<file path="config.mk">
export PLATFORM = sky130hd
export DESIGN_NAME = dpb_div
export DESIGN_NICKNAME = d
export VERILOG_FILES = /design/src/rtl/dpb_div.sv
export SDC_FILE = /design/constraint.sdc
export NUM_CORES = 2
export LEC_CHECK = 0
export BUFFER_PORTS_ARGS = -buffer_cell sky130_fd_sc_hd__buf_2
export CELL_PAD_IN_SITES_DETAIL_PLACEMENT = 1
export CELL_PAD_IN_SITES_GLOBAL_PLACEMENT = 1
export CORE_MARGIN = 2
export CORE_UTILIZATION = 54
export DETAILED_ROUTE_END_ITERATION = 10
export PLACE_DENSITY = 0.81
export RECOVER_POWER = 50
export SLEW_MARGIN = 20
export SYNTH_ARGS = -nofsm -noshare
export SYNTH_HDL_FRONTEND = slang
export SYNTH_SLANG_ARGS = --single-unit
</file>
<file path="constraint.sdc">
create_clock -name clk -period 4.6 [get_ports clk]
set_clock_uncertainty 0.2 [all_clocks]
set_input_delay 0.23 -clock clk [delete_from_list [all_inputs] [get_ports clk]]
set_output_delay 0.23 -clock clk [all_outputs]
set_load 0.01 [all_outputs]
</file>
<file path="src/rtl/dpb_div.sv">
module dpb_div #(
  parameter int NUM_W  = 40,
  parameter int DEN_W  = 16,
  parameter int SIDE_W = 1
) (
  input  logic              clk,
  input  logic              rst,
  input  logic              en,
  input  logic              in_valid,
  input  logic [NUM_W-1:0]  num,
  input  logic [DEN_W-1:0]  den,
  input  logic [SIDE_W-1:0] side,
  output logic              out_valid,
  output logic [NUM_W-1:0]  quo,
  output logic [SIDE_W-1:0] out_side
);

  logic              vld [0:NUM_W];
  logic [DEN_W-1:0]  rem [0:NUM_W];
  logic [NUM_W-1:0]  acc [0:NUM_W];
  logic [DEN_W-1:0]  dv  [0:NUM_W];
  logic [SIDE_W-1:0] sd  [0:NUM_W];

  // stage zero is the incoming request
  assign vld[0] = in_valid;
  assign rem[0] = '0;
  assign acc[0] = num;
  assign dv[0]  = den;
  assign sd[0]  = side;

  // one restoring quotient bit per stage
  for (genvar s = 0; s < NUM_W; s++) begin : g_stage
    logic [DEN_W:0] t;
    logic           ge;

    assign t  = {rem[s], acc[s][NUM_W-1]};
    assign ge = t >= {1'b0, dv[s]};

    always_ff @(posedge clk) begin
      if (rst) begin
        vld[s+1] <= 1'b0;
      end else if (en) begin
        vld[s+1] <= vld[s];
      end
      if (en) begin
        rem[s+1] <= ge ? DEN_W'(t - {1'b0, dv[s]}) : t[DEN_W-1:0];
        acc[s+1] <= {acc[s][NUM_W-2:0], ge};
        dv[s+1]  <= dv[s];
        sd[s+1]  <= sd[s];
      end
    end
  end

  assign out_valid = vld[NUM_W];
  assign quo       = acc[NUM_W];
  assign out_side  = sd[NUM_W];

endmodule

</file>
# Word-level counts from Yosys, hierarchy flattened

Cells that the tools add are included.

Bits in registers: 2,928
Logic and storage cells: 317
Output and inout bits: 42
Input bits: 61

Add/sub/neg operators: 39
Mux-type cells: 39
$lt $le $gt $ge: 40

Operators with widths:

| cell           | number |
|---|---|
| $ge 17x16->1   | 39 |
| $mux 16        | 38 |
| $sub 16x16->16 | 38 |
| $ge 1x16->1    | 1 |
| $sub 1x16->16  | 1 |
| $mux 1         | 1 |

# Depth between registers and ports, before layout

Word-level depth: 2
Depth in mapped cells: 13
Depth with buffers taken out: 12

# Worst setup path before layout

OpenSTA, ideal clock, no wires.

Path type: reg2reg
Start: register dv[449] (netlist name)
End: register rem (netlist bit g_stage[13].t[10]), data pin
Cell stages (with the launch flop): 13
Setup time: 0.260 ns
Setup slack: 1.374 ns
Arrival: 2.767 ns
Clock period less this slack: 3.226 ns
Path buffers: 1
Required time: 4.140 ns
Cell sequence: edfxtp_1 > inv_1 > ha_1 > nor2b_1 > o21ai_1 > a21oi_1 > nor4_2 > o211ai_1 > nand2_1 > a21oi_1 > a2111oi_4 > buf_6 > mux2_2

Longest elaborated chain between the ends: 2
Elaborated cells between the ends (all ways): 3
Those cells by class: add/sub (1); order compare (1); mux (1)

Ends and longest elaborated chain:

| element                                               | line   | source |
|---|---|---|
| start, declared                                       | 21     | `logic [DEN_W-1:0] dv [0:NUM_W];` |
| start signal, assigned by index                       | 48     | `dv[s+1] <= dv[s];` |
| $sub 16x16->16 / $ge 17x16->1 (equally long branches) | 46, 37 |  |
| $mux 16 (*)                                           | 46     | `rem[s+1] <= ge ? DEN_W'(t - {1'b0, dv[s]}) : t[DEN_W-1:0];` |
| end signal, assigned by index                         | 46     |  |
| end, declared                                         | 19     | `logic [DEN_W-1:0] rem [0:NUM_W];` |

Mark *: on every way between the ends. The rest lies on a longest branch, timed or not.
A chain may end at the register's enable or synchronous reset.

# Worst setup path in the final report

Start: register dv[113] (netlist name)
End: register rem (netlist bit g_stage[34].t[1]), data pin

Longest elaborated chain between the ends: 2

Ends and longest elaborated chain:

| element      | line | source |
|---|---|---|
| $ge 17x16->1 | 37   | `assign ge = t >= {1'b0, dv[s]};` |
| $mux 16      | 46   |  |

Every way passes these cells.

==> results.py <==
metrics = {
    "floorplan": {
        "core.rowCount": 176,
        "start_util_pct": 54.2,
        "die_y_um": 484,
        "die-area_um2": 235000,
        "core_um2": 230000,
        "ios": 103,
        "die_w_um": 484,
    },
    "routing": {
        "routed_wirelength_um": 261000,
        "wire_per_inst_um": 21.7,
        "drt-pass1-iter-count": 5,
        "num_vias": 67300,
        "viasPerCell": 5.60,
        "ant_nets": 0,
        "drtIter0Drc": 4228,
        "drc_errors": 0,
    },
    "final_layout": {
        "syn_to_final_growth_pct": 12.8,
        "final_common_cell": "edfxtp_1",
        "fill_cells": 20900,
        "num-nets-final": 9472,
        "final_cells": 12000,
        "design_area_um2": 141000,
        "drive_above_1_share_pct": 11.2,
        "mostFrequentLayoutCells": "edfxtp_1, inv_1, ha_1",
    },
    "synthesis": {
        "syn_avg_cell_area_um2": 15.1,
        "synth_top_area_cell": "edfxtp_1",
        "synthCells": 8246,
        "synth_compound_area_share_pct": 7.28,
        "ys.flop_type": "edfxtp_1",
        "synth-seq-cells": 2928,
        "synth_edf_count": 2888,
        "synth_area_um2": 125000,
        "synth-async-reset-ratio_pct": 0,
        "synth_simple_gate_area_share_pct": 5.61,
        "yosys_warnings": 0,
        "synthTopCellsByArea": "edfxtp_1, ha_1, mux2_2, inv_1, xnor2_1",
        "syn-num-nets": 8971,
        "yosys.area_share.adder_pct": 6.90,
        "synth_xor_xnor_area_share_pct": 3.19,
        "synthMuxAreaShare_pct": 3.76,
        "netlist-cell-type-count": 88,
        "synth_top_family_by_area": "compound AO/OA/AOI/OAI gates",
        "seq_area_frac_synth_pct": 70.2,
        "netlist.area_leader.share_pct": 69.6,
    },
    "sta": {
        "layout_min_cycle_time_ns": 3.98,
        "final_hold_viol_count": 0,
        "finalMaxSlewViolations": 831,
        "setup_viol": 0,
        "fmax_ghz": 0.251,
        "tightestPinTransition_ns": 3.24,
        "finalCritPeriodShare_pct": 86.5,
        "rsz0062_at_grt": "false",
        "finalSetupTns_ns": 0,
        "hold_slack_ns": 0.0797,
        "slew_headroom_pct": -116,
    },
    "global_routing": {
        "gr-total-overflow": 0,
        "grt_max_degree": 185,
        "track_usage_pct": 22.2,
        "grt_pass1_vias": 73300,
        "grt_pass1_wl_um": 411000,
        "antenna_found_initial": 2,
    },
    "clock_network": {
        "post-cts-setup-buffers": 0,
        "root_buffer": "clkbuf_16",
        "htree_levels": 5,
        "cts_made_buffers": 318,
        "cts_max_path_buffers": 4,
        "clk_pin_slew_worst_paths_ns": 0.06,
        "cts_tree": "built",
        "cts.sinks": 2928,
        "clk_latency_ns": 0.97,
        "ctsResizeCount": 0,
    },
    "worst_setup_path": {
        "critPathArrivalTime_ns": 4.47,
        "r2r_slack_ns": 0.62,
        "crit_path_max_fanout": 15,
        "end_kind": "flip-flop",
        "criticalPathCategory": "reg -> reg",
        "worstPathRequired_ns": 5.09,
        "critPathLaunchType": "flip-flop",
    },
    "power_and_ir_drop": {
        "switching_share_pct": 31.5,
        "comb_power_share_pct": 31.7,
        "p_leak_nw": 53.8,
        "power_mw": 93.7,
        "p_clk_share_pct": 27.2,
        "p_seq_share_pct": 41.2,
        "power_density_nw_per_um2": 666,
        "internal_power_mw": 64.2,
        "switching_power_mw": 29.5,
        "vdd_drop_max_mv": 0.431,
    },
    "placed_design": {
        "place_inst": 11300,
        "port_buffers": 102,
        "postPlaceCellArea_um2": 129000,
        "place.detailed.hpwl_um": 175000,
        "gp_congestion": 0.894,
    },
    "status": {
        "violations": "max-capacitance violations, max-slew violations",
        "status": "complete, but fails checks",
    },
    "hold_path": {
        "hold_path_class": "in -> reg",
    },
    "run": {
        "maxCapViolations": 12,
    },
}
[worst max-delay path: stages, from the launching register on]
cell	delay, ns
edfxtp_1	0.53
inv_1	0.09
ha_1	0.33
nor2b_1	0.15
o21a_1	0.17
o21ai_0	0.26
a21oi_1	0.21
a21o_1	0.26
a41oi_1	0.30
o21ai_1	0.19
a211oi_4	0.32
buf_4	0.31
mux2i_1	0.42
[repair_timing]
action / in CTS / in global routing
setup endpoints to repair: 0 / 0
hold buffers: 120 / 0
endpoints found under the hold margin: 575 / 0
[Yosys cell counts, types with 19 or more instances]
cell type	instances
buf_4	47
nor4_1	25
xnor2_1	267
or3_1	22
o31ai_1	33
buf_2	26
nand3_1	94
a211oi_1	42
nor3b_1	20
a21boi_0	51
clkbuf_1	55
edfxtp_1	2888
fa_1	38
o21ai_0	349
o31a_1	19
dfxtp_1	40
o211ai_1	19
mux2i_1	101
nor3_1	136
xor2_1	187
a31o_2	22
mux2_2	317
nand2b_1	85
a21oi_1	376
ha_1	626
a31oi_1	44
inv_1	792
and3_1	31
a21o_1	183
nor2_1	452
nor2b_1	89
o21bai_1	32
nand4_1	73
nand2_1	337
o21a_1	67
[layer usage]
| metal | routed length [µm] | global-route usage, % |
|---|---|---|
| met4 | 8460 | 7.85 |
| met5 | 0 | 0 |
| met3 | 8780 | 3.02 |
| met2 | 136000 | 40.2 |
| met1 | 107000 | 27.2 |
[logic make-up after synthesis]
logic type               Yosys count
multiplexers                     425
buffers and inverters            929
AND/OR/NAND/NOR                 1448
AO/OA/AOI/OAI                   1398
XOR/XNOR                         454
flip-flops                      2928
adder cells (fa/ha/maj)          664
[final cells by class]
type                       count  area, µm²  area share (%)
sequential                  2928      87500            62.3
tap                         3026       3790            2.69
antenna                        2       5.00         0.00356
clock buffer                 371       8330            5.92
clock inverter               184       1970            1.40
timing repair buffer         315       2570            1.83
inverter                     795       2980            2.12
multi-input combinational   4389      33400            23.7
[sequential cells by signal, summed over array words and instances, names as in the netlist]
signal     flops
g_stage.t    624
out_side       1
quo           40
out_valid      1
vld           39
sd            39
acc         1560
dv           624
[path summary, 6_finish.rpt]
| check | start | endpoint | cells past startpoint |
|---|---|---|---|
| hold reg to reg | acc[1405] | acc[1366] | 0 |
| hold / removal | den[0] | g_stage[1].t[1] | 4 |
| setup reg to reg | dv[113] | g_stage[34].t[1] | 12 |
| setup / recovery | dv[113] | g_stage[34].t[1] | 12 |
[power by group through the flow]
stage | clock network, mW | logic [mW] | registers, mW
after floorplan | 0 | 22.1 | 37.4
after global placement | 0 | 27.1 | 38.8
after detailed placement | 0 | 28.9 | 39.0
after CTS | 26.0 | 29.6 | 38.5
after global routing | 26.9 | 32.8 | 38.9
final | 25.4 | 29.7 | 38.5
[stage by stage]
stage               setup slack [ns]  util [%]
detailed placement             0.716      56.3
global route                   0.195      61.2
CTS                            0.669      61.3
global placement               0.885      56.3
floorplan                       1.37         -
finish                         0.620      61.2
(Power assumes the default switching activity.)
