**src/rtl/dpb_isqrt.sv**
```systemverilog
module dpb_isqrt #(
  parameter int ROOT_W = 32,
  parameter int SIDE_W = 1
) (
  input  logic                clk,
  input  logic                rst,
  input  logic                en,
  input  logic                in_valid,
  input  logic [2*ROOT_W-1:0] rad_in,
  input  logic [SIDE_W-1:0]   side,
  output logic                out_valid,
  output logic [ROOT_W-1:0]   root_out,
  output logic [SIDE_W-1:0]   out_side
);

  localparam int RAD_W = 2 * ROOT_W;

  logic              vld  [0:ROOT_W];
  logic [ROOT_W:0]   rem  [0:ROOT_W];
  logic [ROOT_W-1:0] root [0:ROOT_W];
  logic [RAD_W-1:0]  rad  [0:ROOT_W];
  logic [SIDE_W-1:0] sd   [0:ROOT_W];

  assign vld[0]  = in_valid;
  assign rem[0]  = '0;
  assign root[0] = '0;
  assign rad[0]  = rad_in;
  assign sd[0]   = side;

  // one root bit per stage, two radicand bits brought down each time
  for (genvar s = 0; s < ROOT_W; s++) begin : g_stage
    logic [ROOT_W+1:0] t;
    logic [ROOT_W+1:0] trial;
    logic              ge;

    assign t     = {rem[s][ROOT_W-1:0], rad[s][RAD_W-1:RAD_W-2]};
    assign trial = {root[s], 2'b01};
    assign ge    = t >= trial;

    always_ff @(posedge clk) begin
      if (rst) begin
        vld[s+1] <= 1'b0;
      end else if (en) begin
        vld[s+1] <= vld[s];
      end
      if (en) begin
        rem[s+1]  <= ge ? (ROOT_W+1)'(t - trial) : t[ROOT_W:0];
        root[s+1] <= {root[s][ROOT_W-2:0], ge};
        rad[s+1]  <= {rad[s][RAD_W-3:0], 2'b00};
        sd[s+1]   <= sd[s];
      end
    end
  end

  assign out_valid = vld[ROOT_W];
  assign root_out  = root[ROOT_W];
  assign out_side  = sd[ROOT_W];

endmodule

```
**config.mk**
```make
export PLATFORM = sky130hd
export DESIGN_NAME = dpb_isqrt
export DESIGN_NICKNAME = d
export VERILOG_FILES = /design/src/rtl/dpb_isqrt.sv
export SDC_FILE = /design/constraint.sdc
export NUM_CORES = 2
export LEC_CHECK = 0
export BUFFER_PORTS_ARGS = -buffer_cell sky130_fd_sc_hd__buf_2
export CAP_MARGIN = 20
export CORE_ASPECT_RATIO = 1.25
export CORE_UTILIZATION = 60
export DETAILED_ROUTE_END_ITERATION = 10
export GPL_TIMING_DRIVEN = 0
export PLACE_DENSITY = 0.85
export RECOVER_POWER = 25
export SLEW_MARGIN = 20
export SYNTH_ARGS = -nofsm -noshare
export SYNTH_HDL_FRONTEND = slang
export SYNTH_SLANG_ARGS = --single-unit
export TNS_END_PERCENT = 5
```
**constraint.sdc**
```tcl
create_clock -name clk -period 7.7 [get_ports clk]
set_clock_uncertainty 0.1 [all_clocks]
set_input_delay 0.77 -clock clk [delete_from_list [all_inputs] [get_ports clk]]
set_output_delay 0.77 -clock clk [all_outputs]
set_load 0.1 [all_outputs]
```
Word-level counts from Yosys, hierarchy flattened

Index checks and enable logic that the tools add are counted.

Input port bits: 69
Output and inout port bits: 34
Bits in registers: 2547

Order comparisons: 32
Mux-type cells: 31
$add $sub $neg: 31

Operators by type and width:

| cell                           | number |
|---|---|
| two-way mux 32 bit             | 30 |
| >= comparator 34 x 10 -> 1 bit | 1 |
| >= comparator 34 x 11 -> 1 bit | 1 |
| >= comparator 34 x 12 -> 1 bit | 1 |
| >= comparator 34 x 13 -> 1 bit | 1 |
| >= comparator 34 x 14 -> 1 bit | 1 |
| >= comparator 34 x 15 -> 1 bit | 1 |
| >= comparator 34 x 16 -> 1 bit | 1 |
| >= comparator 34 x 17 -> 1 bit | 1 |
| >= comparator 34 x 18 -> 1 bit | 1 |
| >= comparator 34 x 19 -> 1 bit | 1 |
| >= comparator 34 x 20 -> 1 bit | 1 |
| >= comparator 34 x 21 -> 1 bit | 1 |
| >= comparator 34 x 22 -> 1 bit | 1 |
| >= comparator 34 x 23 -> 1 bit | 1 |
| >= comparator 34 x 24 -> 1 bit | 1 |
| >= comparator 34 x 25 -> 1 bit | 1 |
| >= comparator 34 x 26 -> 1 bit | 1 |
| >= comparator 34 x 27 -> 1 bit | 1 |
| >= comparator 34 x 28 -> 1 bit | 1 |
| >= comparator 34 x 29 -> 1 bit | 1 |
| >= comparator 34 x 3 -> 1 bit  | 1 |
| >= comparator 34 x 30 -> 1 bit | 1 |
| >= comparator 34 x 31 -> 1 bit | 1 |
| 41 further kinds               | 41 |

Depth between registers and ports, before layout

Depth in word-level cells: 2
Gate-level depth with buffers: 15
Gate-level depth less buffers: 14

Worst setup path after synthesis

No wires, ideal clock.

Kind: register to register
Start: reg rem, in the netlist g_stage[6].t[12]
End: reg rem, in the netlist g_stage[7].t[17] (data pin)
Required time: 7329 ps
Setup time: 271 ps
Setup slack: 3827 ps
Arrival time: 3501 ps
Cell stages (with the launch flop): 12
Cell sequence: edfxtp_1 -> or4_4 -> or3_4 -> or4_4 -> or4_1 -> buf_4 -> nor4_4 -> and3_1 -> or4b_4 -> nand3b_2 -> nor4_1 -> xor2_1

Cells in the longest elaborated chain, start to end: 2
Elaborated cells on any way between the ends: 3
Those cells by class: add/sub: 1; order compare: 1; mux: 1

Ends and longest elaborated chain:

| element                                                                             | RTL line | RTL |
|---|---|---|
| start: declaration                                                                  | 19       | `logic [ROOT_W:0] rem [0:ROOT_W];` |
| start signal: indexed assignment                                                    | 47       | `rem[s+1] <= ge ? (ROOT_W+1)'(t - trial) : t[ROOT_W:0];` |
| subtractor 32 x 8 -> 32 bit / >= comparator 34 x 8 -> 1 bit (equally long branches) | 47, 38   |  |
| two-way mux 32 bit (*)                                                              | 47       |  |

Mark *: on every way between the ends. The rest lies on a longest branch, timed or not.
A chain may end at the register's enable or synchronous reset.

Worst setup path in the final report

Start: reg root, in the netlist g_stage[17].trial[2]
End: reg rem, in the netlist g_stage[18].t[8] (data pin)

Cells in the longest elaborated chain, start to end: 2
Elaborated cells on any way between the ends: 3
Those cells by class: add/sub: 1; order compare: 1; mux: 1

Ends and longest elaborated chain:

| element                          | RTL line | RTL |
|---|---|---|
| start: declaration               | 20       | `logic [ROOT_W-1:0] root [0:ROOT_W];` |
| start signal: indexed assignment | 48       | `root[s+1] <= {root[s][ROOT_W-2:0], ge};` |
| >= comparator 34 x 19 -> 1 bit   | 38       | `assign ge = t >= trial;` |
| named net g_stage[17].ge         | 34       | `logic ge;` |
| two-way mux 32 bit               | 47       |  |

The timed path passes the listed nets, and every way through them passes these cells.

==> impl_metrics.ini <==
[sta]
period_needed_ns = 5.06
period_share = 0.657
setup_viol = 0
hold_viol_final = 0
slew_viol_final = 0
rsz0062_at_grt = false
fmax_mhz = 198
tns_ns = 0
tightest_slew_ns = 1.16
slew_headroom = 0.220

[min_path]
min_from = in_valid
hp-class = in -> reg

[clocking]
ctsHtreeMaxLevel = 4
cts_root_buffer = clkbuf_16
cts_sinks = 2530
cts_made_buffers = 233
clkTransAtPathRegs_ns = 0.07
post_cts_buffers = 0
cts_buffer_depth = 3
clk_latency_ns = 0.94
cts_tree = done

[floorplanning]
start_util = 0.606
fp.dieArea_mm2 = 0.195
pin_count = 103
rows = 179
coreArea_mm2 = 0.191
die_h_um = 493
die_w_um = 395

[worst_setup_path]
path_class = reg -> reg
arrival_ns = 5.48
worstSetupStartpoint = g_stage[17].trial[2]
cp.required_ns = 8.12
start_kind = register
crit_fanout = 10
timing.rr.start = g_stage[17].trial[2]
crit_path_end_kind = register

[grt]
grt_pass1_vias = 71779
track_usage = 0.257
grt_max_degree = 161
overflow = 0
antenna_found_initial = 3
grt_pass1_wl_um = 393000

[final_layout]
fillers = 12990
drive_gt1_frac = 0.0695
design_area_mm2 = 0.129
area_growth_pct = 11.3
final_net_count = 9888

[job]
maxCapViolCount = 0

[synthesis]
synth_flop_cell = edfxtp_1
synth_largest_area_cell = edfxtp_1
synth_edf_count = 2498
syn_avg_cell_area_um2 = 13.1
yosysMostFrequentCell = edfxtp_1
netlist_instances = 8837
synthTopCellsByArea = edfxtp_1 65%, ha_1 6.1%, xnor2_1 2.9%, xor2_1 2.9%, a21oi_1 2.7%
ys_async_sr_fraction = 0
synth_cell_type_count = 89
yosys_warnings = 0
synth_top_cell_area_share = 0.647
synth_common_cells = 2,498 x edfxtp_1, 686 x inv_1, 619 x a21oi_1
synth_area_mm2 = 0.116
syn_nets = 9467
seq_area_frac_synth = 0.653
synth-seq-cells = 2530

[pwr]
ir_drop_v = 0.000314
power_density_mw_per_mm2 = 301
power_frac_comb = 0.207
intPower_mw = 27.6
p_sw_mw = 11.1
p_leak_nw = 49.3
p_sw_frac = 0.287
pwr-share-clk = 0.314
seqPwrFrac = 0.479

[placed_design]
place.gp.congestion = 0.930
placed_area_mm2 = 0.120
port_buffers = 102
place_hpwl_um = 174000

[drt]
vias_per_cell = 5.92
routed_wl_um = 253000
first_pass_iters = 6
drtIter0Drc = 5881
wl_per_cell_um = 21.1
vias = 71060
post-route-drc-count = 0
ant_nets = 0

[run_status]
status = finished, final reports clean
-- worst paths after layout --
path,end,slack [ns],cells past startpoint
worst max-delay path,g_stage[18].t[8],2.64,12
worst min-delay path,vld[31],0.14,3
worst max register to register,g_stage[18].t[8],2.64,12
worst min register to register,rad[1635],0.29,0
-- kinds of logic (layout without fill, tap and decap cells) --
logic type | after synthesis | count (layout) | share of synthesized area
flip-flops | 2530 | 2530 | 0.653
AND/OR/NAND/NOR | 2222 | 2222 | 0.0944
AO/OA/AOI/OAI | 1768 | 1768 | 0.0935
buffers and inverters | 851 | 1476 | 0.0278
XOR/XNOR | 774 | 774 | 0.0585
adder cells (fa/ha/maj) | 561 | 561 | 0.0606
multiplexers | 130 | 130 | 0.0122
other | 1 | 3 | 0.0000324
-- cell usage in the layout, fill, tap and decap left out, types with 88 or more instances in the layout --
master	n
edfxtp_1	2498
clkbuf_1	181
nor4_1	105
nand4_1	90
xnor2_1	388
o21ai_0	419
nand3_1	135
nor3_1	219
nor2_1	617
a21oi_1	619
nand2_1	499
nand2b_1	104
xor2_1	386
buf_2	98
mux2_2	88
clkbuf_16	233
ha_1	561
nor2b_1	100
a21o_1	193
o21a_1	117
inv_1	686
-- routing by layer --
layer / GRT usage / vias up / routed length, µm
met4: 0.113 / 2 / 11200
li1: - / 33542 / -
met3: 0.0308 / 613 / 11300
met5: 0 / - / 12
met1: 0.299 / 34609 / 95800
met2: 0.476 / 2294 / 135000
-- state kept, by name (all words and copies together), names as in the netlist --
signal         flops
sd                31
g_stage.t       1008
rad              930
g_stage.trial    496
out_valid          1
vld               31
out_side           1
root_out          32
-- critical path, stage by stage (launching register included) --
cell and delay, ns:
edfxtp_1 0.49, inv_1 0.08, ha_1 0.35, nor2b_1 0.14
o21ai_0 0.10, nand2b_1 0.15, a31oi_1 0.18, o21ai_0 0.47
a311oi_1 0.31, o31ai_1 0.78, clkbuf_1 0.65, clkbuf_1 0.60
a21oi_1 0.31
-- timing repair --
action / CTS / global route
gates resized for setup: 0 / 0
hold buffers: 67 / 0
endpoints found under the hold margin: 68 / 0
-- area by class of cell --
type	count	area, µm²	area share
Antenna cell	2	5.00	0.0000388
Buffer	159	619	0.00480
Clock buffer	268	5960	0.0463
Clock inverter	171	2240	0.0173
Inverter	692	2600	0.0202
Multi-Input combinational cell	5456	37000	0.287
Sequential cell	2530	75700	0.587
Tap cell	2534	3170	0.0246
Timing Repair Buffer	186	1660	0.0129
-- metrics by stage --
stage	hold slack, ns	setup slack, ns	instances	util	total power, mW
floorplan	0.300	3.83	8837	-	24.2
global placement	0.300	-31.39	11473	0.626	27.5
detailed placement	0.305	2.63	11490	0.628	26.7
CTS	0.0439	2.62	11996	0.675	38.9
global route	0.102	2.32	11997	0.675	40.6
finish	0.137	2.64	11998	0.675	38.8
-- power groups by stage --
stage,Clock [mW],Sequential [mW],Combinational [mW]
after floorplan,0,18.4,5.85
after global placement,0,19.8,7.70
after detailed placement,0,18.8,7.88
after CTS,12.4,18.6,8.00
after global routing,12.9,18.7,8.95
final,12.2,18.6,8.04
Power figures use the tool's default switching activity.
